--- src/rtl/rdpd_pkg.sv ---
// shared constants and types of the ray depth to planar depth converter
package rdpd_pkg;
   localparam int MAX_IMAGE_DIM_DEF = 4096;
   localparam int DEPTH_BITS_DEF    = 24;
   localparam int COORD_W           = 12;
   localparam int DIM_W             = 13;
   localparam int FOCAL_W           = 20;
   localparam int SQ_W              = 2 * FOCAL_W;
   localparam int OFS_W             = 16;
   localparam int SUM_W             = 48;
   localparam int CSR_IDX_W         = 2;
   localparam logic [DIM_W-1:0] WIDTH_RESET  = 13'd640;
   localparam logic [DIM_W-1:0] HEIGHT_RESET = 13'd480;
   localparam logic [FOCAL_W-1:0] FOCAL_RESET = 20'd128000;

   typedef enum logic [CSR_IDX_W-1:0] {
      CSR_FOCAL  = 2'd0,
      CSR_WIDTH  = 2'd1,
      CSR_HEIGHT = 2'd2
   } csr_idx_type;

   typedef struct packed {
      logic valid;
      logic zero;
   } ctl_type;
endpackage

--- src/rtl/rdpd_bit.sv ---
// one result bit of the rounded quotient search, shift and add only
module rdpd_bit #(
   parameter int DEPTH_BITS = rdpd_pkg::DEPTH_BITS_DEF,
   parameter int BIT        = 0
) (
   input  logic                                    clock,
   input  logic                                    reset,
   input  rdpd_pkg::ctl_type                       ctl_in,
   input  logic [DEPTH_BITS-1:0]                   z_in,
   input  logic [rdpd_pkg::SUM_W-1:0]              s_in,
   input  logic [2*DEPTH_BITS+rdpd_pkg::SUM_W+2:0] t_in,
   input  logic [2*DEPTH_BITS+rdpd_pkg::SUM_W+2:0] p_in,
   input  logic [2*DEPTH_BITS+rdpd_pkg::SUM_W+2:0] q_in,
   output rdpd_pkg::ctl_type                       ctl_out,
   output logic [DEPTH_BITS-1:0]                   z_out,
   output logic [rdpd_pkg::SUM_W-1:0]              s_out,
   output logic [2*DEPTH_BITS+rdpd_pkg::SUM_W+2:0] t_out,
   output logic [2*DEPTH_BITS+rdpd_pkg::SUM_W+2:0] p_out,
   output logic [2*DEPTH_BITS+rdpd_pkg::SUM_W+2:0] q_out
);
   import rdpd_pkg::*;
   localparam int WW = 2 * DEPTH_BITS + SUM_W + 3;

   ctl_type ctl_ff;
   logic [DEPTH_BITS-1:0] z_ff, z_in2;
   logic [SUM_W-1:0] s_ff;
   logic [WW-1:0] t_ff, p_ff, q_ff, trial, p_nx, q_nx;
   logic take;

   // p holds (2z-1)^2*s, q holds (2z-1)*s, modulo 2^WW
   assign trial = p_in + (q_in << (BIT + 2)) + (WW'(s_in) << (2 * BIT + 2));
   assign take  = (trial <= t_in);
   assign p_nx  = take ? trial : p_in;
   assign q_nx  = take ? q_in + (WW'(s_in) << (BIT + 1)) : q_in;
   assign z_in2 = take ? (z_in | (DEPTH_BITS'(1) << BIT)) : z_in;

   always_ff @(posedge clock) begin
      if (reset) begin
         ctl_ff <= '0;
      end else begin
         ctl_ff <= ctl_in;
      end
   end

   always_ff @(posedge clock) begin
      z_ff <= z_in2;
      s_ff <= s_in;
      t_ff <= t_in;
      p_ff <= p_nx;
      q_ff <= q_nx;
   end

   assign ctl_out = ctl_ff;
   assign z_out   = z_ff;
   assign s_out   = s_ff;
   assign t_out   = t_ff;
   assign p_out   = p_ff;
   assign q_out   = q_ff;
endmodule

--- config.mk ---
export PLATFORM = sky130hd
export DESIGN_NAME = rdpd_bit
export DESIGN_NICKNAME = d
export VERILOG_FILES = /design/src/rtl/rdpd_pkg.sv /design/src/rtl/rdpd_bit.sv
export SDC_FILE = /design/constraint.sdc
export NUM_CORES = 1
export LEC_CHECK = 0
export ABC_CLOCK_PERIOD_IN_PS = 9500
export BUFFER_PORTS_ARGS = -buffer_cell sky130_fd_sc_hd__buf_2
export CAP_MARGIN = 30
export CORE_AREA = 2 2 291 293
export DETAILED_ROUTE_END_ITERATION = 7
export DIE_AREA = 0 0 293 295
export SYNTH_ARGS = -nofsm -noshare
export SYNTH_HDL_FRONTEND = slang
export SYNTH_SLANG_ARGS = --single-unit
--- constraint.sdc ---
create_clock -name clock -period 9.5 [get_ports clock]
set_input_delay 0 -clock clock [delete_from_list [all_inputs] [get_ports clock]]
set_output_delay 0 -clock clock [all_outputs]
set_load 0.01 [all_outputs]
Yosys cells after proc, flatten, opt, wreduce, memory -nomap -nowiden
Index checks and enable logic that the tools add are counted.
Widths: inputs -> output; s select.
{"block": "op_classes", "bitwise": 0, "shift": 0, "n_lt_le_gt_ge": 1, "add_sub_neg": 3, "eq_ne": 0, "div": 0, "n_mux": 2, "n_mul": 0, "n_reduce_logical": 0}
{"cell": "$mux 99", "n": 2}
{"cell": "$add 99x49->99", "n": 1}
{"cell": "$add 99x50->99", "n": 1}
{"cell": "$add 99x99->99", "n": 1}
{"cell": "$le 99x99->1", "n": 1}
{"block": "word_totals", "register_bits": 371, "ram_bits": 0, "mem_count": 0, "romBits": 0, "latch_bits": 0, "output_inout_bits": 371, "word_cells": 14, "in_bits": 373}

Longest topological paths before layout
{"block": "depth", "depth_word": 4, "ltp_mapped": 30, "ltp_nobuf": 27}

Worst setup path before layout
No wires, ideal clock.
{"block": "synth_path", "path_type": "input-to-reg", "from": "in s_in[1] (netlist name)", "to": "reg p_ff[19] (netlist: p_out[19])", "arrival_ps": 5912, "path_buffers": 3, "required_ps": 9379, "setup_ps": 121, "path_slack_ps": 3467, "stages": 27, "cell_sequence": "fa_1 ha_1 inv_1 fa_1 nor2b_1 o21bai_1 a211oi_1 o21ai_0 a21o_1 a211oi_1 o21ai_0 a21o_1 a31oi_1 nor2_1 a2111oi_0 ha_1 nand4_1 nor3_1 nand3_1 or4_4 or3b_1 o32a_2 nand2_2 buf_4 buf_4 buf_2 mux2_2"}
{"block": "synth_via", "elab_chain_len": 3}
{"element": "from (decl)", "line": "rdpd_bit.sv:10", "rtl": "input logic [rdpd_pkg::SUM_W-1:0] s_in,"}
{"element": "$add 99x50->99 *", "line": "rdpd_bit.sv:31", "rtl": "assign trial = p_in + (q_in << (BIT + 2)) + (WW'(s_in) << (2 * BIT + 2));"}
{"element": "$le 99x99->1", "line": "rdpd_bit.sv:32", "rtl": "assign take = (trial <= t_in);"}
{"element": "$mux 99 *", "line": "rdpd_bit.sv:33", "rtl": "assign p_nx = take ? trial : p_in;"}
{"element": "via p_nx[19]", "line": "rdpd_bit.sv:27", "rtl": "logic [WW-1:0] t_ff, p_ff, q_ff, trial, p_nx, q_nx;"}
{"element": "to (signal assigned)", "line": "rdpd_bit.sv:49", "rtl": "p_ff <= p_nx;"}
{"element": "to (decl)", "line": "rdpd_bit.sv:27"}
Mark *: on every way through the listed nets, which the timed path passes. The rest lies on a longest branch.
A chain may end at the register's enable or synchronous reset.

Worst setup path after layout
{"block": "layout_path", "from": "in s_in[1] (netlist name)", "to": "reg q_ff[94] (netlist: q_out[94])"}
{"block": "layout_via", "elab_chain_len": 3, "word_cells_on_any_way": 4, "cone_classes": "add/sub (2); order compare (1); mux (1)"}
{"element": "$add 99x50->99", "line": "rdpd_bit.sv:31"}
{"element": "$le 99x99->1", "line": "rdpd_bit.sv:32"}
{"element": "$mux 99 *", "line": "rdpd_bit.sv:34", "rtl": "assign q_nx = take ? q_in + (WW'(s_in) << (BIT + 1)) : q_in;"}
{"element": "via q_nx[94]", "line": "rdpd_bit.sv:27"}
{"element": "to (signal assigned)", "line": "rdpd_bit.sv:50", "rtl": "q_ff <= q_nx;"}
{"element": "to (decl)", "line": "rdpd_bit.sv:27"}
Marked as above.

==> impl_metrics.toml <==
[routing]
dr.first_iter.drc_count = 1482
vias = 23300
ant_nets = 0
post-route-drc-count = 0
drt_wl_total_mm = 101
drt_pass1_iterations = 6
avgRoutedWirePerCell_um = 21.4
viasPerCell = 4.92

[placed_design]
dp_hpwl_mm = 81.0
numPortBuffers = 743
place_congestion = 0.906
dp.cells = 4230

[sta]
rsz0062_at_grt = "no"
timing.final.crit_share_pct = 95.8
finalMaxSlewViolations = 0
setup_viol = 0
hold_ws_ps = 54.9
fmax_ghz = 0.110
hold_violations = 0
tightest_slew_ps = 936
max_slew_margin_pct = 37.0
period_minus_slack_ps = 9100
finalSetupTns_ps = 0

[pwr]
pwr-share-clk_pct = 26.8
power.switching_w = 0.00257
p_sw_share_pct = 38.4
internal_power_w = 0.00413
leakagePower_nw = 15.9
pwr-share-comb_pct = 43.5
seqPwrFrac_pct = 29.7
power.density_nw_per_um2 = 201
ir_worst_vdd_mv = 0.163

[finish]
drive_above_1_share_pct = 25.9
fillCellCount = 8149
final_nets = 4331
syn_to_final_growth_pct = 46.7
layout.cells.non_filler = 4738

[cts]
clkSinkCount = 371
cts_buffers = 45
clockBufferDepth = 3
cts_tree = "done"
post_cts_buffers = 0
clkTransAtPathRegs_ps = 60
root_buffer = "clkbuf_16"
htree_levels = 2

[global_route]
grt_pass1_vias = 23400
grt_pass1_wl_mm = 146
grt_max_degree = 101
grtUsageTotal_pct = 22.5
grt-ovfl-total = 0
grt_antenna_before_repair = 9

[worst_setup_path]
cpPeakStageDelay_ps = 720
slowest_stage = "a2111o_2"
worstSetupEndpointType = "flop"
worstPathRequired_ps = 9980
path_max_fanout = 52
critical_path_class = "input port to flop"
critPathArrivalTime_ps = 9580
crit_path_start_kind = "input port"

[floorplan]
io_pins = 744
fp-row-count = 106
core_um2 = 83200
die_y_um = 295
initial_core_util_pct = 27.3
die_w_um = 293
dieArea_um2 = 86400

[outcome]
outcome = "finished, final reports clean"

[logic_synthesis]
synth-edff-count = 0
ys_types = 74
syn_area_um2 = 22700
synth_seq_area_share_pct = 32.7
async_flop_share_pct = 0
yosys_warnings = 0
avgSynthCellArea_um2 = 9.17
synth_ff_type = "dfxtp_1"
syn_inst = 2474
ys_ff_latch = 371
synthesis.nets = 3187

[run]
maxCapViolations = 0

[hold_path]
hold_class = "input port to flop"
-- cells in the final DEF, fill, tap and decap left out, drive strengths merged, types with 6 or more instances in the layout --
cell type / n
a221oi: 7
a211oi: 21
o21a: 21
or3: 10
nand3: 37
a21o: 120
a21oi: 200
fa: 50
or2: 7
o21ai: 156
and3: 17
ha: 290
and2: 21
o31ai: 12
dlygate4sd3: 421
clkinv: 13
o211ai: 10
or4: 6
dfxtp: 371
nor2b: 22
nand4: 76
nor3: 41
inv: 163
clkbuf: 53
mux2: 91
nor2: 115
xnor2: 100
a21boi: 6
nand2b: 22
nand2: 198
nor4: 18
o21bai: 40
xor2: 84
buf: 750
and4: 6
a31oi: 16
-- critical path, delay by kind of cell --
family                   cells  cell delay [ps]
XOR/XNOR                     1              100
adder cells (fa/ha/maj)      4             1340
AO/OA/AOI/OAI               11             4320
buffers and inverters        4             1320
AND/OR/NAND/NOR              9             2410
-- metrics by stage --
| stage | power, W | setup WS [ps] | instance area (um^2) | util (%) |
|---|---|---|---|---|
| after global routing | 0.00708 | 93.8 | 33300 | 40.0 |
| after global placement | 0.00475 | 277 | 27500 | 33.1 |
| final | 0.00670 | 402 | 33300 | 40.0 |
| after CTS | 0.00674 | 21.9 | 33300 | 40.0 |
| after detailed placement | 0.00475 | 81.6 | 27500 | 33.1 |
| after floorplan | 0.00366 | 3470 | 22700 | - |
-- power groups by stage --
stage          clock, W  sequential, W  combinational [W]
3_3_place_gp          0        0.00202            0.00274
5_1_grt         0.00190        0.00202            0.00316
6_report        0.00179        0.00199            0.00291
2_1_floorplan         0        0.00219            0.00147
3_5_place_dp          0        0.00202            0.00274
4_1_cts         0.00185        0.00199            0.00289
-- final cells by class --
cell class | instances | area, um^2 | share of cell area (%)
clock buffers | 53 | 1210 | 3.62
repair buffers | 1171 | 8010 | 24.1
flip-flops and latches | 371 | 7430 | 22.3
multi-input cells | 1873 | 14400 | 43.2
well taps | 1080 | 1350 | 4.06
clock inverters | 29 | 308 | 0.924
inverters | 156 | 587 | 1.76
diodes | 5 | 12.5 | 0.0376
-- Yosys cell counts, types with 3 or more instances --
cell type  number  area (um^2)
dfxtp_1       371         7430
ha_1          290         3630
a21oi_1       200         1000
nand2_1       197          739
inv_1         155          582
o21ai_0       153          766
a21o_1        120          901
nor2_1        115          432
xnor2_1       100          876
mux2_2         91         1020
xor2_1         84          736
nand4_1        76          475
fa_1           50         1000
clkbuf_1       47          176
o21bai_1       40          300
nor3_1         39          195
nand3_1        36          180
nand2b_1       22          138
nor2b_1        22          138
a211oi_1       21          158
and2_1         21          131
buf_2          21          105
o21a_1         21          158
and3_1         17          106
nor4_1         17          106
a31oi_1        16          100
o31ai_1        11         82.6
o211ai_1       10         75.1
or3_1          10         62.6
a221oi_1        7         61.3
a21boi_0        6         45.0
buf_4           6         45.0
or2_2           6         37.5
and4_1          5         43.8
or4_1           5         37.5
a2111oi_0       4         35.0
a221o_1         4         40.0
a311oi_1        4         35.0
a31o_2          4         35.0
o2111ai_1       4         35.0
a41oi_1         3         26.3
o211a_1         3         30.0
o21ai_1         3         15.0
o32ai_1         3         26.3
-- metal layers --
layer,GRT usage [%],wire length [um],up-vias
li1,-,-,11200
met1,28.1,42700,11000
met2,38.6,48000,934
met3,4.78,7370,150
met4,6.74,3000,12
met5,0,92,-
-- timing repair --
item	4_1_cts	5_1_grt
setup endpoints to repair	0	87
endpoints found under the hold margin	371	0
hold buffers	421	0
resized for setup	0	5
-- state kept, by name (all words and copies together) (netlist names) --
| signal | flops |
|---|---|
| t_out | 99 |
| ctl_out | 2 |
| z_out | 24 |
| p_out | 99 |
| s_out | 48 |
| q_out | 99 |
-- final timing paths --
check  startpoint   endpoint  slack, ps  depth (start not counted)
max       s_in[1]  q_out[94]        400                         29
min      t_in[80]  t_out[80]         50                          2
-- logic make-up (layout without fill, tap and decap cells) --
logic type	Yosys count	after routing	synth area share, %
multiplexers	91	91	4.52
buffers and inverters	230	1409	4.02
AO/OA/AOI/OAI	656	656	18.2
flip-flops	371	371	32.7
adder cells (fa/ha/maj)	340	340	20.4
other	0	5	0
AND/OR/NAND/NOR	602	602	13.0
XOR/XNOR	184	184	7.10
No activity file was read; power rests on OpenSTA's default activity.
